--- src/sv/lsp_pkg.sv ---
// Shared constants, codes and command/status structs for the voxel layer shadow
// propagation block. No dependencies; every other file imports it.
package lsp_pkg;

	// Grid and neighbourhood sizes
	localparam int GRID_X       = 16;
	localparam int GRID_Y       = 16;
	localparam int GRID_Z       = 16;
	localparam int MAX_RADIUS   = 4;

	localparam int CELL_COUNT   = GRID_X * GRID_Y * GRID_Z;
	localparam int ADDR_W       = (CELL_COUNT > 1) ? $clog2(CELL_COUNT) : 1;
	localparam int XW           = (GRID_X > 1) ? $clog2(GRID_X) : 1;
	localparam int YW           = (GRID_Y > 1) ? $clog2(GRID_Y) : 1;
	localparam int ZW           = (GRID_Z > 1) ? $clog2(GRID_Z) : 1;
	localparam int WEIGHT_DEPTH = 2 * MAX_RADIUS * MAX_RADIUS + 1;
	localparam int WIDX_W       = $clog2(WEIGHT_DEPTH);
	localparam int RAD_W        = $clog2(MAX_RADIUS + 1);
	localparam int OFF_W        = RAD_W + 1;
	localparam int NX_W         = ((XW > OFF_W) ? XW : OFF_W) + 2;
	localparam int NZ_W         = ((ZW > OFF_W) ? ZW : OFF_W) + 2;

	// Field widths fixed by the interface
	localparam int CELL_W       = 12;
	localparam int VAL_W        = 17;
	localparam logic [VAL_W-1:0] ONE_Q16 = 17'h10000;

	// Arithmetic widths
	localparam int TERM_MAX     = (2 * MAX_RADIUS + 1) * (2 * MAX_RADIUS + 1);
	localparam int ACC_EXT      = $clog2(TERM_MAX + 1);
	localparam int P1_W         = 34;
	localparam int TERM_W       = 51;
	localparam int NUM_W        = 48 + ACC_EXT;
	localparam int DEN_W        = VAL_W + ACC_EXT;
	localparam int N_W          = NUM_W - 16;
	localparam int Q_W          = 18;
	localparam int CNT_W        = $clog2(Q_W);
	localparam int DSH_W        = DEN_W + Q_W - 1;
	localparam int CMP_W        = DEN_W + Q_W;

	// Operation codes
	localparam logic [1:0] OP_LOAD_WEIGHT = 2'd0;
	localparam logic [1:0] OP_LOAD_SHADOW = 2'd1;
	localparam logic [1:0] OP_RUN         = 2'd2;
	localparam logic [1:0] OP_READ        = 2'd3;

	// Configuration register indexes
	localparam logic [1:0] CFG_DISK_RADIUS = 2'd0;
	localparam logic [1:0] CFG_REACH_SQ    = 2'd1;
	localparam logic [1:0] CFG_SKYLIGHT    = 2'd2;
	localparam logic [1:0] CFG_AMBIENT     = 2'd3;

	// Result kinds
	localparam logic KIND_READ = 1'b0;
	localparam logic KIND_DONE = 1'b1;

	// Commands from controller to datapath
	typedef struct packed {
		logic                     load_weight;
		logic                     load_shadow;
		logic                     capture;
		logic                     clear_wr;
		logic [ADDR_W-1:0]        clr_addr;
		logic                     term_issue;
		logic [XW-1:0]            x;
		logic [YW-1:0]            y;
		logic [ZW-1:0]            z;
		logic signed [OFF_W-1:0]  dx;
		logic signed [OFF_W-1:0]  dz;
		logic                     light_wr;
		logic                     sky_sel;
		logic                     acc_clear;
		logic                     div_start;
		logic                     rd_issue;
		logic                     emit_read;
		logic                     emit_done;
	} lsp_cmd_t;

	// Status from datapath to controller
	typedef struct packed {
		logic [RAD_W-1:0] rad;
		logic             pipe_busy;
		logic             div_busy;
	} lsp_status_t;

	// Linear voxel address
	function automatic logic [ADDR_W-1:0] addr_of(input logic [XW-1:0] x,
		input logic [YW-1:0] y, input logic [ZW-1:0] z);
		addr_of = ADDR_W'((32'(x) * GRID_Y + 32'(y)) * GRID_Z + 32'(z));
	endfunction

	// Saturate a Q1.16 value to 1.0
	function automatic logic [VAL_W-1:0] sat_one(input logic [VAL_W-1:0] v);
		sat_one = (v > ONE_Q16) ? ONE_Q16 : v;
	endfunction

endpackage

--- src/sv/lsp_ctrl.sv ---
// Controller for the shadow propagation block: state machine and loop counters.
// Depends on lsp_pkg for codes, sizes and the command/status structs.
module lsp_ctrl (
	input  logic                clk,
	input  logic                arst_n,
	input  logic                start,
	input  logic [1:0]          operation,
	input  lsp_pkg::lsp_status_t status,
	output lsp_pkg::lsp_cmd_t    cmd,
	output logic                busy
);
	import lsp_pkg::*;

	typedef enum logic [9:0] {
		ST_CLEAR    = 10'b0000000001,
		ST_IDLE     = 10'b0000000010,
		ST_RD_ISSUE = 10'b0000000100,
		ST_RD_OUT   = 10'b0000001000,
		ST_TOP      = 10'b0000010000,
		ST_TERM     = 10'b0000100000,
		ST_DRAIN    = 10'b0001000000,
		ST_DIV      = 10'b0010000000,
		ST_WRITE    = 10'b0100000000,
		ST_DONE     = 10'b1000000000
	} state_t;

	state_t                  state_q, state_d;
	logic [ADDR_W-1:0]       clr_q, clr_d;
	logic [XW-1:0]           x_q, x_d;
	logic [YW-1:0]           y_q, y_d;
	logic [ZW-1:0]           z_q, z_d;
	logic signed [OFF_W-1:0] dx_q, dx_d, dz_q, dz_d;
	logic signed [OFF_W-1:0] rad_s;
	logic                    last_x, last_z;

	assign rad_s  = $signed({1'b0, status.rad});
	assign last_x = (x_q == XW'(GRID_X - 1));
	assign last_z = (z_q == ZW'(GRID_Z - 1));
	assign busy   = (state_q != ST_IDLE);

	// Next state, counters and commands
	always_comb begin
		state_d = state_q;
		clr_d   = clr_q;
		x_d     = x_q;
		y_d     = y_q;
		z_d     = z_q;
		dx_d    = dx_q;
		dz_d    = dz_q;
		cmd     = '0;
		cmd.clr_addr = clr_q;
		cmd.x   = x_q;
		cmd.y   = y_q;
		cmd.z   = z_q;
		cmd.dx  = dx_q;
		cmd.dz  = dz_q;
		case (state_q)
			ST_CLEAR: begin
				cmd.clear_wr = 1'b1;
				clr_d = clr_q + 1'b1;
				if (clr_q == ADDR_W'(CELL_COUNT - 1)) begin
					state_d = ST_IDLE;
				end
			end
			ST_IDLE: begin
				if (start) begin
					case (operation)
						OP_LOAD_WEIGHT: cmd.load_weight = 1'b1;
						OP_LOAD_SHADOW: cmd.load_shadow = 1'b1;
						OP_RUN: begin
							x_d = '0;
							z_d = '0;
							y_d = YW'(GRID_Y - 1);
							state_d = ST_TOP;
						end
						OP_READ: begin
							cmd.capture = 1'b1;
							state_d = ST_RD_ISSUE;
						end
						default: state_d = ST_IDLE;
					endcase
				end
			end
			ST_RD_ISSUE: begin
				cmd.rd_issue = 1'b1;
				state_d = ST_RD_OUT;
			end
			ST_RD_OUT: begin
				cmd.emit_read = 1'b1;
				state_d = ST_IDLE;
			end
			ST_TOP: begin
				// fill the top layer with skylight
				cmd.light_wr  = 1'b1;
				cmd.sky_sel   = 1'b1;
				cmd.acc_clear = 1'b1;
				if (last_z) begin
					z_d = '0;
					if (last_x) begin
						x_d = '0;
						y_d = YW'(GRID_Y - 2);
						dx_d = -rad_s;
						dz_d = -rad_s;
						state_d = ST_TERM;
					end else begin
						x_d = x_q + 1'b1;
					end
				end else begin
					z_d = z_q + 1'b1;
				end
			end
			ST_TERM: begin
				// issue one neighbour a cycle over the disk
				cmd.term_issue = 1'b1;
				if (dz_q == rad_s) begin
					dz_d = -rad_s;
					if (dx_q == rad_s) begin
						state_d = ST_DRAIN;
					end else begin
						dx_d = dx_q + 1'b1;
					end
				end else begin
					dz_d = dz_q + 1'b1;
				end
			end
			ST_DRAIN: begin
				if (!status.pipe_busy) begin
					cmd.div_start = 1'b1;
					state_d = ST_DIV;
				end
			end
			ST_DIV: begin
				if (!status.div_busy) begin
					state_d = ST_WRITE;
				end
			end
			ST_WRITE: begin
				// store the voxel and advance z, then x, then down a layer
				cmd.light_wr  = 1'b1;
				cmd.acc_clear = 1'b1;
				dx_d = -rad_s;
				dz_d = -rad_s;
				state_d = ST_TERM;
				if (last_z) begin
					z_d = '0;
					if (last_x) begin
						x_d = '0;
						if (y_q == '0) begin
							state_d = ST_DONE;
						end else begin
							y_d = y_q - 1'b1;
						end
					end else begin
						x_d = x_q + 1'b1;
					end
				end else begin
					z_d = z_q + 1'b1;
				end
			end
			ST_DONE: begin
				cmd.emit_done = 1'b1;
				state_d = ST_IDLE;
			end
			default: state_d = ST_IDLE;
		endcase
	end

	// State and counter registers
	always_ff @(posedge clk or negedge arst_n) begin
		if (!arst_n) begin
			state_q <= ST_CLEAR;
			clr_q   <= '0;
			x_q     <= '0;
			y_q     <= '0;
			z_q     <= '0;
			dx_q    <= '0;
			dz_q    <= '0;
		end else begin
			state_q <= state_d;
			clr_q   <= clr_d;
			x_q     <= x_d;
			y_q     <= y_d;
			z_q     <= z_d;
			dx_q    <= dx_d;
			dz_q    <= dz_d;
		end
	end

endmodule

--- config.mk ---
export PLATFORM = sky130hd
export DESIGN_NAME = lsp_ctrl
export DESIGN_NICKNAME = d
export VERILOG_FILES = /design/src/sv/lsp_pkg.sv /design/src/sv/lsp_ctrl.sv
export SDC_FILE = /design/constraint.sdc
export NUM_CORES = 1
export LEC_CHECK = 0
export BUFFER_PORTS_ARGS = -buffer_cell sky130_fd_sc_hd__buf_2
export CORE_MARGIN = 2
export CORE_UTILIZATION = 31
export CTS_CLUSTER_DIAMETER = 40
export DETAILED_ROUTE_END_ITERATION = 10
export SLEW_MARGIN = 5
export SYNTH_ARGS = -nofsm -noshare
export SYNTH_HDL_FRONTEND = slang
export SYNTH_SLANG_ARGS = --single-unit
--- constraint.sdc ---
create_clock -name clk -period 2.2 [get_ports clk]
set_input_delay 0.11 -clock clk [delete_from_list [all_inputs] [get_ports clk]]
set_output_delay 0.11 -clock clk [all_outputs]
set_load 0.02 [all_outputs]
==> reports/metrics.csv <==
metric;value;unit
status;finished, violations left;
violations;negative setup slack;
vias;2523;
die_h;94.9;µm
power_frac_clock;0.139;
grt_pass1_vias;2404;
cp-start-kind;flop;
post-synth-top-count-cell;dfrtp_1;
die_w;94.9;µm
internal_power;2.28;mW
routed_wl;6890;µm
die-area;9010;µm²
skew;11.6;ps
dp_cells;470;
min_path_type;in2reg;
cts_made_buffers;5;
worst_setup_path_endpoint;dz_q[0]$_DFFE_PN0P_;
synth_xor_xnor_area_share;0.0683;
hold_ws;43.8;ps
pre_cts_slack;-186;ps
tns;-3730;ps
drv_slew;0;
synth_edf_count;0;
syn_nets;291;
required;2390;ps
r2r_slack;-270;ps
placed_area;3280;µm²
timing.final.ws_setup;-271;ps
cts.sinks;42;
antenna_found_initial;0;
io_buffers;54;
clock_insertion_delay_worst_skew;300;ps
synth_compound_area_frac;0.147;
antenna_left;0;
max_slew_margin;0.762;
synth_ff_type;dfrtp_1;
hpwl;5100;µm
p_leak;1.77;nW
cts.path.max_buffers;2;
power.density;1060;nW/µm²
timing.final.crit_share;1.12;
synth_commonest_cells;dfrtp_1, nand2_1, nor2_1;
synth_cell_type_count;59;
switching_power;1.57;mW
finalHoldViolCount;0;
area_growth;41.3;%
stdcell_area;3620;µm²
cap_viol_max_count;0;
yosys.area_share.simple;0.273;
core;8130;µm²
finalSetupViolCount;23;
start_util;0.315;
place.gp.congestion;0.834;
syn_inst;274;
htreeDepth;2;
fp-row-count;33;
fin_util;0.445;
tightest_slew;351;ps
path_clk_slew;80;ps
rr_startpoint;state_q[1]$_DFFE_PN0P_;
seq_area_frac_synth;0.410;
first_pass_iters;4;
drive_gt1_frac;0.405;
totalPowerFinal;3.85;mW
syn_avg_cell_area;9.36;µm²
synthMuxAreaShare;0.0327;
synth_adder_area_share;0.0342;
pwr-share-seq;0.270;
synth_top_family_by_area;simple AND/OR/NAND/NOR gates;
routedWlPerCell;14.1;µm
swShare;0.407;
antenna-diode-count;0;
synth_area_leaders;dfrtp_1, xor2_1, nand2_1, ha_1, a21oi_1;
drt_iter0_drc;129;
grt_usage;0.159;
synth_warnings;0;
grt_max_degree;17;
ir_worst_vdd;0.000370;V
end_kind;flop;
viasPerCell;5.17;
arrival;2660;ps
syn_area;2560;µm²
fin_cells;488;
cp_max_fo;8;
ios;55;
cts_tree;yes;
synth_top_area_share;0.400;
reg2reg_to;dz_q[0]$_DFFE_PN0P_;
async_reset_ff_frac;1.00;
yosys.area.top_type;dfrtp_1;
fmax;0.405;GHz
fin_crit;2470;ps
cts-root-buf;clkbuf_8;
rsz0062_at_grt;yes;
drc;0;
synth_seq_cells;42;
timing.critical_path.from;state_q[1]$_DFFE_PN0P_;
grt_pass1_wl;11400;µm
worstSetupPathType;reg2reg;
power_frac_comb;0.592;
overflow;0;
final_nets;399;
ff2ff_path_depth;7;
## registers in the layout (all words and copies together), names as in the netlist
| name | flops |
|---|---|
| state_q | 10 |
| x_q | 4 |
| clr_q | 12 |
| dx_q | 4 |
| y_q | 4 |
| dz_q | 4 |
| z_q | 4 |
## power by group through the flow
stage	sequential [mW]	clock (mW)	combinational, mW
floorplan	1.21	0	0.939
global placement	1.05	0	1.85
detailed placement	1.05	0	1.87
CTS	1.04	0.553	2.16
global route	1.06	0.584	2.49
finish	1.04	0.533	2.28
## logic make-up after synthesis
family	count (synthesis)
AOI/OAI and AO/OA	56
and+or+nand+nor	121
buffers and inverters	20
adders and majority gates	7
xor gates and xnor gates	20
muxes	8
DFF	42
## cell type report
| type | instances | area [µm²] |
|---|---|---|
| clock buffer | 6 | 82.6 |
| clock inverter | 2 | 12.5 |
| fill | 777 | 4510 |
| inverter | 11 | 46.3 |
| multi-input combinational | 212 | 1550 |
| sequential | 42 | 1050 |
| tap | 105 | 131 |
| timing repair buffer | 110 | 747 |
## timing repair
action / CTS / global route
setup buffers: 6 / 3
setup endpoints to repair: 26 / 28
endpoints found under the hold margin: 12 / 0
hold buffers: 1 / 0
pin swaps: 14 / 4
resized for setup: 34 / 7
## metal layers
metal,part of all wire,GRT usage
met1,0.45,0.208
met2,0.49,0.272
met3,0.049,0.0319
met4,0.011,0.0338
met5,0,0
## critical path, stage by stage, from the launching register on
cell and delay, ps:
dfrtp_1 390, or4_4 520, or4_4 460, or3_4 360, buf_6 150, a21oi_4 240, mux2_4 190, o21ai_1 50
## worst min-delay path by stage
stage | start | slack (ps) | to | cells past startpoint
after floorplan | arst_n | -190 | clr_q[0]$_DFFE_PN0P_ | 0
after global placement | arst_n | 40 | clr_q[3]$_DFFE_PN0P_ | 1
after detailed placement | arst_n | 40 | clr_q[3]$_DFFE_PN0P_ | 1
after CTS | status[1] | 40 | state_q[7]$_DFFE_PN0P_ | 2
after global routing | status[1] | 60 | state_q[7]$_DFFE_PN0P_ | 2
final | status[1] | 40 | state_q[7]$_DFFE_PN0P_ | 2
## cell usage in the layout (no fill, tap or decap), drive strengths merged, types with 3 or more instances in the layout
| cell type | instances |
|---|---|
| xnor2 | 7 |
| nand4 | 9 |
| nor4bb | 3 |
| nor2 | 19 |
| a31o | 3 |
| nor4 | 6 |
| dfrtp | 41 |
| a21oi | 16 |
| clkbuf | 6 |
| or2 | 3 |
| nand3 | 12 |
| o21ai | 15 |
| inv | 11 |
| or3 | 7 |
| and3 | 4 |
| ha | 7 |
| a311oi | 3 |
| xor2 | 13 |
| buf | 109 |
| nand2 | 26 |
| nor3 | 12 |
| mux2i | 5 |
| mux2 | 3 |
| a22o | 3 |
| o22ai | 4 |
| and4 | 3 |
| or4 | 3 |
Note: power is estimated with default switching activity, not from simulation.
